<file path="config.mk">
export PLATFORM = sky130hd
export DESIGN_NAME = tpba_norm
export DESIGN_NICKNAME = d
export VERILOG_FILES = /design/src/tpba_pkg.sv /design/src/tpba_norm.sv
export SDC_FILE = /design/constraint.sdc
export NUM_CORES = 1
export LEC_CHECK = 0
export BUFFER_PORTS_ARGS = -buffer_cell sky130_fd_sc_hd__clkbuf_2
export CAP_MARGIN = 0
export CORE_ASPECT_RATIO = 0.8
export CORE_MARGIN = 5
export CORE_UTILIZATION = 45
export CTS_CLUSTER_DIAMETER = 200
export DETAILED_ROUTE_END_ITERATION = 10
export SETUP_SLACK_MARGIN = 0.5
export SLEW_MARGIN = 10
export SYNTH_ARGS = -nofsm -noshare
export SYNTH_HDL_FRONTEND = slang
export SYNTH_SLANG_ARGS = --single-unit
</file>
<file path="constraint.sdc">
create_clock -name clock -period 11.04 [get_ports clock]
set_input_delay 2.208 -clock clock [delete_from_list [all_inputs] [get_ports clock]]
set_output_delay 2.208 -clock clock [all_outputs]
set_load 0.02 [all_outputs]
</file>
<file path="src/tpba_pkg.sv">
package tpba_pkg;

   // atan(2^-i) in Q.24, one entry per rotation
   localparam int Iterations = 24;
   localparam int NormHigh = 20;
   localparam int ProdShift = 10;
   localparam int CordicPreshift = 20;
   localparam logic [24:0] HalfPiQ24 = 25'd26353589;
   localparam logic [17:0] PiQ16 = 18'd205887;

   // coordinate and difference widths
   localparam int CoordWidth = 32;
   localparam int DiffWidth = 33;
   // normalized component: magnitude below 2^20, signed
   localparam int NormWidth = 22;
   // product of two normalized components, and a sum of three
   localparam int ProdWidth = 42;
   localparam int SumWidth = 44;
   // scaled-down dot and cross values
   localparam int RedWidth = 34;
   // sum of three squares of cross components
   localparam int SqWidth = 68;
   localparam int RootWidth = 34;
   // cordic working width: root or dot up to 2^34, times 2^20, with growth
   localparam int CordWidth = 58;
   localparam int AngWidth = 27;

   function automatic logic [AngWidth-1:0] atan_q24(input logic [4:0] idx);
      logic [AngWidth-1:0] r;
      case (idx)
         5'd0: r = 27'd13176795;
         5'd1: r = 27'd7778716;
         5'd2: r = 27'd4110060;
         5'd3: r = 27'd2086331;
         5'd4: r = 27'd1047214;
         5'd5: r = 27'd524117;
         5'd6: r = 27'd262123;
         5'd7: r = 27'd131069;
         5'd8: r = 27'd65536;
         5'd9: r = 27'd32768;
         5'd10: r = 27'd16384;
         5'd11: r = 27'd8192;
         5'd12: r = 27'd4096;
         5'd13: r = 27'd2048;
         5'd14: r = 27'd1024;
         5'd15: r = 27'd512;
         5'd16: r = 27'd256;
         5'd17: r = 27'd128;
         5'd18: r = 27'd64;
         5'd19: r = 27'd32;
         5'd20: r = 27'd16;
         5'd21: r = 27'd8;
         5'd22: r = 27'd4;
         5'd23: r = 27'd2;
         default: r = '0;
      endcase
      return r;
   endfunction

   // truncate-toward-zero right shift of a signed value by ProdShift
   function automatic logic signed [RedWidth-1:0] shr_tz_sum(
      input logic signed [SumWidth-1:0] v);
      logic [SumWidth-1:0] m;
      logic [SumWidth-1:0] q;
      logic signed [RedWidth-1:0] r;
      m = v[SumWidth-1] ? SumWidth'(-v) : SumWidth'(v);
      q = m >> ProdShift;
      r = v[SumWidth-1] ? -RedWidth'(q) : RedWidth'(q);
      return r;
   endfunction

endpackage

</file>
<file path="src/tpba_norm.sv">
// difference and normalization of one vector, two register stages
module tpba_norm (
   input  logic                                      clock,
   input  logic                                      adv,
   input  logic signed [tpba_pkg::CoordWidth-1:0]    p_x,
   input  logic signed [tpba_pkg::CoordWidth-1:0]    p_y,
   input  logic signed [tpba_pkg::CoordWidth-1:0]    p_z,
   input  logic signed [tpba_pkg::CoordWidth-1:0]    v_x,
   input  logic signed [tpba_pkg::CoordWidth-1:0]    v_y,
   input  logic signed [tpba_pkg::CoordWidth-1:0]    v_z,
   output logic signed [tpba_pkg::NormWidth-1:0]     n_x,
   output logic signed [tpba_pkg::NormWidth-1:0]     n_y,
   output logic signed [tpba_pkg::NormWidth-1:0]     n_z,
   output logic                                      zero
);
   localparam int DW = tpba_pkg::DiffWidth;
   localparam int NW = tpba_pkg::NormWidth;

   logic signed [DW-1:0] d_ff [3];
   logic signed [DW-1:0] d_in [3];
   logic [DW-1:0] mag_ff [3];
   logic [DW-1:0] mag_in [3];
   logic [DW-1:0] m_all;
   logic [5:0] lead;
   logic signed [NW-1:0] n_ff [3];
   logic signed [NW-1:0] n_in [3];
   logic zero_ff;
   logic zero_in;

   // stage one: exact differences and magnitudes
   always_comb begin
      d_in[0] = DW'(p_x) - DW'(v_x);
      d_in[1] = DW'(p_y) - DW'(v_y);
      d_in[2] = DW'(p_z) - DW'(v_z);
      for (int k = 0; k < 3; k++) begin
         mag_in[k] = d_in[k][DW-1] ? DW'(-d_in[k]) : DW'(d_in[k]);
      end
   end

   always_ff @(posedge clock) begin
      if (adv) begin
         d_ff <= d_in;
         mag_ff <= mag_in;
      end
   end

   // stage two: leading one of the largest magnitude, then shift
   always_comb begin
      m_all = mag_ff[0] | mag_ff[1] | mag_ff[2];
      lead = '0;
      for (int b = 0; b < DW; b++) begin
         if (m_all[b]) lead = 6'(b);
      end
      zero_in = (m_all == '0);
      for (int k = 0; k < 3; k++) begin
         if (lead >= 6'(tpba_pkg::NormHigh)) begin
            n_in[k] = d_ff[k][DW-1]
               ? -NW'(mag_ff[k] >> (lead - 6'(tpba_pkg::NormHigh - 1)))
               : NW'(mag_ff[k] >> (lead - 6'(tpba_pkg::NormHigh - 1)));
         end else begin
            n_in[k] = NW'(d_ff[k]) <<< (6'(tpba_pkg::NormHigh - 1) - lead);
         end
      end
   end

   always_ff @(posedge clock) begin
      if (adv) begin
         n_ff <= n_in;
         zero_ff <= zero_in;
      end
   end

   assign n_x = n_ff[0];
   assign n_y = n_ff[1];
   assign n_z = n_ff[2];
   assign zero = zero_ff;
endmodule

</file>
==> flow_metrics.py, run 1 <==
metrics = {
    "clock_network": {
        "cts_hold_buf": 0,
        "cts_max_level": 1,
        "postCtsResizedCells": 0,
        "clock-sinks": 232,
        "max-clock-path-buffers": 3,
        "clock_latency_ns": 0.59,
        "root_buffer": "clkbuf_16",
        "cts_made_buffers": 26,
        "path_clk_slew_ns": 0.07,
        "tritoncts": "yes",
        "cts_setup_buffers": 0,
    },
    "yosys": {
        "syn_area_per_cell_um2": 8.45,
        "synth-edff-count": 232,
        "ys.warnings.count": 0,
        "ys_ff_latch": 232,
        "synth_cells": 3037,
        "yosysUniqueCellTypes": 101,
        "synth.yosys.seq_area_share_pct": 27.1,
        "async_flop_share_pct": 0,
        "synth_fp_nets": 3341,
        "ys.flop_type": "edfxtp_1",
        "syn_area_mm2": 0.0257,
    },
    "global_route": {
        "grt_max_degree": 86,
        "grt_pass1_wl_um": 159000,
        "grtUsageTotal_pct": 33.4,
        "grt_overflow": 0,
        "grt_pass1_vias": 24000,
        "antenna_found_initial": 5,
    },
    "finish": {
        "seqCellArea_mm2": 0.00697,
        "nets": 3507,
        "multiInputGateArea_mm2": 0.0174,
        "final_layout_size_suffix_gt1_share_pct": 14.7,
        "fillers": 5497,
        "area_delta_synth_final_pct": 11.1,
    },
    "run": {
        "max_cap_viol_count": 0,
    },
    "critical_path": {
        "critical_path_arrival_ns": 8.59,
        "ff2ff_path_depth": 18,
        "crit_buf_inv": 1,
        "crit_fanout": 58,
        "criticalPathCategory": "reg -> reg",
        "cpPeakStageDelay_ns": 0.79,
        "cp-end-kind": "flip-flop",
        "required_ns": 11.39,
        "path_depth": 18,
        "cp_slowest_cell": "buf_4",
        "crit_chain": "or3_1 -> o211ai_1 -> a31oi_1 -> a211oi_1 -> nor2_1 -> nor2_1 -> ha_4 -> buf_4 -> mux2i_1 -> a211oi_1 -> o221ai_1 -> o311ai_0 -> a32oi_1 -> ha_1 -> nand3_1 -> nor4_1 -> nand2_1 -> o311ai_1",
        "ff2ff_setup_slack_ns": 2.80,
        "crit_family": "compound AO/OA/AOI/OAI gates",
        "worstSetupStartpointType": "flip-flop",
    },
    "timing": {
        "setup_viol": 0,
        "max_freq_ghz": 0.121,
        "drv_slew": 0,
        "worst_slew_pin_slew_ns": 1.43,
        "period_needed_ns": 8.24,
        "setup_tns_ns": 0,
        "hold_viol": 0,
        "rsz0062_at_grt": "false",
        "post-route-period-util_pct": 74.7,
        "max_slew_margin_pct": 3.54,
        "fin_worst_skew_ns": 0.0314,
        "hold_slack_ns": 0.940,
    },
    "floorplanning": {
        "die_w_um": 277,
        "ios": 261,
        "die_h_um": 224,
        "dieArea_mm2": 0.0619,
        "rows": 78,
        "core-area_mm2": 0.0566,
        "start_util_pct": 45.3,
    },
    "routing": {
        "wl_per_cell_um": 27.5,
        "routed_wirelength_um": 110000,
        "ant_nets": 0,
        "vias": 26100,
        "drc_errors": 0,
        "drt-pass1-iter-count": 6,
        "first_iter_violations": 3199,
        "vias_per_cell": 6.55,
    },
    "pwr": {
        "power.density_mw_per_mm2": 158,
        "leakage_nw": 11.7,
        "total_power_mw": 4.50,
        "ir_worst_vdd_v": 0.000109,
    },
    "worst_hold_path": {
        "hold_path.class": "reg -> reg",
        "hold_depth": 5,
    },
    "place": {
        "routabilityCongestion": 1.04,
        "io_buffers": 260,
        "dp_hpwl_um": 87100,
    },
    "outcome": {
        "status": "completed",
    },
}
## per-stage QoR
| step | area [µm²] | instances | setup WS (ns) | utilization (%) |
|---|---|---|---|---|
| final | 28500 | 3984 | 2.80 | 50.4 |
| after global placement | 27600 | 3934 | 3.21 | 48.8 |
| after CTS | 28500 | 3983 | 3.21 | 50.4 |
| after detailed placement | 27600 | 3935 | 3.25 | 48.8 |
| after floorplan | 25700 | 3037 | 3.10 | - |
| after global routing | 28500 | 3983 | 2.52 | 50.4 |
## worst register-to-register path, delay by kind of cell (launching register included)
kind | cells | cell delay [ns]
DFF | 1 | 0.54
and+or+nand+nor | 6 | 2.21
AOI/OAI and AO/OA | 8 | 2.80
buffers and inverters | 1 | 0.83
adders and majority gates | 2 | 0.95
muxes | 1 | 0.67
## logic make-up after synthesis
group,count (synthesis),synth area share [%]
buffers and inverters,340,5.34
adders and majority gates,110,5.45
and+or+nand+nor,995,19.1
AOI/OAI and AO/OA,863,23.4
xor gates and xnor gates,200,6.83
muxes,297,12.7
DFF,232,27.1
## registers in the layout (all words and copies together) (netlist names)
name and cells:
mag_ff 97, d_ff 68, n_x 22, n_y 22, n_z 22, zero 1
## layout make-up
type	instances	share of cell area, %
antenna	1	0.00878
sequential	232	24.4
inverter	173	2.29
clock inverter	18	0.676
clock buffer	30	2.33
multi-input combinational	2465	61.1
timing repair buffer	305	5.78
tap	760	3.34
## Yosys cell counts, types with 26 or more instances
library cell | count | share of area [%]
clkbuf_1 | 107 | 1.6
buf_2 | 33 | 0.64
nand3_1 | 107 | 2.1
mux2i_1 | 245 | 9.6
a21oi_1 | 181 | 3.5
edfxtp_1 | 232 | 27
xnor2_1 | 143 | 4.9
nand2b_1 | 32 | 0.78
inv_1 | 171 | 2.5
o22ai_1 | 36 | 0.88
a21o_1 | 47 | 1.4
o211ai_1 | 42 | 1.2
and2_1 | 32 | 0.78
nand4_1 | 31 | 0.76
xor2_1 | 57 | 1.9
nor2_1 | 180 | 2.6
nand2_1 | 304 | 4.4
a31oi_1 | 35 | 0.85
mux2_2 | 31 | 1.4
nor4_1 | 31 | 0.76
and3_1 | 32 | 0.78
o21ai_0 | 154 | 3.0
ha_1 | 107 | 5.2
o21a_1 | 32 | 0.94
o31ai_1 | 29 | 0.85
nor3_1 | 112 | 2.2
or3_1 | 39 | 0.95
nor2b_1 | 26 | 0.63
a211oi_1 | 41 | 1.2
## layer usage
metal  vias to the layer above  global-route usage [%]  share of wire, %
met5                         -                       0             0.012
met4                         2                    12.7               4.8
met3                       230                    9.32                11
met2                      1455                    49.2                42
met1                     12600                    46.8                43
li1                      11900                       -                 -
## layout by cell type, fill, tap and decap left out, drive strengths merged, types with 20 or more instances in the layout
cell type / instances
o41ai: 23
and3: 32
o31ai: 29
and2: 35
xnor2: 143
nand4: 34
o22ai: 36
nor2: 181
o21ai: 158
ha: 107
inv: 175
nor3: 114
or3: 40
mux2: 32
edfxtp: 232
nand2b: 32
a31oi: 36
mux4: 20
nand2: 305
nor2b: 26
o21a: 32
nand3: 108
xor2: 57
a22oi: 20
a211oi: 42
buf: 46
a21oi: 184
o311ai: 24
nor4: 35
clkbuf: 289
a21o: 47
a211o: 20
mux2i: 245
o211ai: 42
## report_power, final
| part | total [mW] | internal [mW] | switching [mW] |
|---|---|---|---|
| Combinational | 2.12 | 0.744 | 1.38 |
| Sequential | 1.49 | 1.23 | 0.259 |
| Clock | 0.881 | 0.489 | 0.392 |
## final timing paths
check / startpoint / to
min reg2reg: mag_ff[34] / zero
max reg2reg: mag_ff[16] / n_x[18]
max: mag_ff[16] / n_x[18]
min: mag_ff[34] / zero
Power figures use the tool's default switching activity.
==> run 2, diff against run 1 <==
- clock period: 11.04 -> 7.8 ns (I/O delays scaled with it)
==> run 2 against run 1 <==
Against the previous run:
- setup slack lost 1.9 ns
- register-to-register slack lost 1.9 ns
- clock power grew 43%
- power grew 43%
- cell count grew 1.2%
- core utilization grew 0.82 points
- die area is the same
- non-clock buffer count grew 50
- critical path type unchanged
==> flow_metrics.py, run 2 (synthesized netlist as in run 1, its figures left out) <==
metrics = {
    "outcome": {
        "status": "completed",
    },
    "critical_path": {
        "crit_chain": "or3_1 -> o211ai_1 -> a31oi_1 -> a211oi_2 -> nor2_1 -> nor2_1 -> ha_4 -> a2111oi_2 -> a21o_1 -> nor2_4 -> nor2_1 -> a31oi_2 -> nand2_1 -> a222oi_1 -> nand3_2 -> buf_4 -> nor4_1 -> buf_4 -> mux2i_1 -> o211ai_1",
        "crit_top_cell": "nor2_1",
        "cp_slowest_cell": "nor2_4",
        "crit_fanout": 33,
        "cp-end-kind": "flip-flop",
        "worstSetupStartpointType": "flip-flop",
        "cpPeakStageDelay_ns": 0.79,
        "required_ns": 8.10,
        "critPathLaunch": "mag_ff[16]",
        "ff2ff_setup_slack_ns": 0.86,
        "crit_buf_inv": 2,
        "ff2ff_path_depth": 20,
        "crit_family": "simple AND/OR/NAND/NOR gates",
        "critical_path_arrival_ns": 7.25,
        "rr_endpoint": "n_y[10]",
        "criticalPathCategory": "reg -> reg",
        "rr_startpoint": "mag_ff[16]",
    },
    "run": {
        "max_cap_viol_count": 0,
    },
    "global_route": {
        "grtUsageTotal_pct": 33.2,
        "grt_pass1_wl_um": 160000,
        "grt_max_degree": 139,
        "grt_pass1_vias": 24800,
        "grt_overflow": 0,
        "antenna_found_initial": 5,
    },
    "worst_hold_path": {
        "min_to": "n_x[6]",
        "hold_depth": 4,
        "min_from": "d_ff[67]",
        "hold_path.class": "reg -> reg",
    },
    "pwr": {
        "ir_worst_vdd_v": 0.000164,
        "power.density_mw_per_mm2": 222,
        "leakage_nw": 12.0,
        "total_power_mw": 6.44,
    },
    "clock_network": {
        "postCtsResizedCells": 0,
        "clock_latency_ns": 0.59,
        "tritoncts": "yes",
        "max-clock-path-buffers": 3,
        "cts_made_buffers": 26,
        "clock-sinks": 232,
        "root_buffer": "clkbuf_16",
        "cts_setup_buffers": 0,
        "cts_hold_buf": 0,
        "path_clk_slew_ns": 0.06,
        "cts_max_level": 1,
    },
    "finish": {
        "layout_commonest_cell": "nand2_1",
        "seqCellArea_mm2": 0.00697,
        "multiInputGateArea_mm2": 0.0174,
        "nets": 3557,
        "top_register": "mag_ff",
        "area_delta_synth_final_pct": 12.9,
        "layout_common_cells": "nand2_1, clkbuf_2, mux2i_1",
        "antenna_cells": 0,
        "largest_reg_flops": 97,
        "fillers": 5379,
        "final_layout_size_suffix_gt1_share_pct": 15.9,
        "top_regs": "mag_ff: 97 flops, d_ff: 68 flops",
    },
    "floorplanning": {
        "dieArea_mm2": 0.0619,
        "die_w_um": 277,
        "core-area_mm2": 0.0566,
        "ios": 261,
        "rows": 78,
        "start_util_pct": 45.3,
        "die_h_um": 224,
    },
    "place": {
        "dp_hpwl_um": 87600,
        "io_buffers": 260,
        "routabilityCongestion": 1.05,
    },
    "routing": {
        "drc_errors": 0,
        "first_iter_violations": 3317,
        "vias": 26500,
        "vias_per_cell": 6.56,
        "drt-pass1-iter-count": 8,
        "wl_per_cell_um": 27.0,
        "ant_nets": 0,
        "routed_wirelength_um": 109000,
    },
    "timing": {
        "fin_worst_skew_ns": 0.0256,
        "setup_viol": 0,
        "rsz0062_at_grt": "false",
        "post-route-period-util_pct": 89.0,
        "worst_slew_pin_slew_ns": 1.13,
        "hold_viol": 0,
        "max_freq_ghz": 0.144,
        "hold_slack_ns": 0.925,
        "setup_tns_ns": 0,
        "max_slew_margin_pct": 22.5,
        "drv_slew": 0,
        "period_needed_ns": 6.94,
    },
}
[run 2: cell count changes in the layout (fill, tap and decap cells not counted), sizes merged]
cell / delta
clkbuf: +2
inv: -4
clkinvlp: +1
diode: -1
buf: +49
bufinv: +1
[run 2: how the worst max path moves through the flow]
stage / end / cells past startpoint
after floorplan: n_z[16] / 31
after global placement: n_y[10] / 19
after detailed placement: n_y[10] / 20
after CTS: n_y[10] / 20
after global routing: n_z[16] / 19
final: n_y[10] / 20
[run 2: layout make-up]
type | count | area share (%)
Inverter | 173 | 2.25
Sequential cell | 232 | 24.0
Timing Repair Buffer | 355 | 7.29
Multi-Input combinational cell | 2465 | 60.2
Clock inverter | 16 | 0.639
Clock buffer | 31 | 2.31
Tap cell | 760 | 3.28
[run 2: metrics by stage]
step                setup slack [ns]  cells  area [µm²]  utilization, %
finish                         0.856   4032       29000            51.2
global route                   0.525   4032       29000            51.2
CTS                            0.727   4032       29000            51.2
detailed placement             0.754   3985       28100            49.7
global placement               0.932   3985       28100            49.7
floorplan                      0.534   3037       25700               -
[run 2: layer usage]
layer / share of wire, % / up-vias / global-route usage [%] / routed length [µm]
met1: 43 / 12800 / 46.6 / 46500
met2: 43 / 1497 / 51.2 / 46500
li1: - / 11900 / - / -
met3: 10 / 250 / 7.41 / 11000
met4: 4.3 / 6 / 11.2 / 4680
met5: 0.037 / - / 0 / 40
[run 2: worst register-to-register path: cells and delay by family, from the launching register on]
| kind | cells | cell delay, ns |
|---|---|---|
| buffers and inverters | 2 | 0.49 |
| and+or+nand+nor | 8 | 2.99 |
| adders and majority gates | 1 | 0.23 |
| DFF | 1 | 0.57 |
| muxes | 1 | 0.17 |
| AOI/OAI and AO/OA | 8 | 2.21 |
[run 2: power by group]
group | switching, mW | internal, mW | leakage (nW) | total, mW
Clock | 0.545 | 0.715 | 0.405 | 1.26
Sequential | 0.348 | 1.75 | 2.28 | 2.09
Combinational | 1.99 | 1.10 | 9.30 | 3.09
Total | 2.88 | 3.56 | 12.0 | 6.44
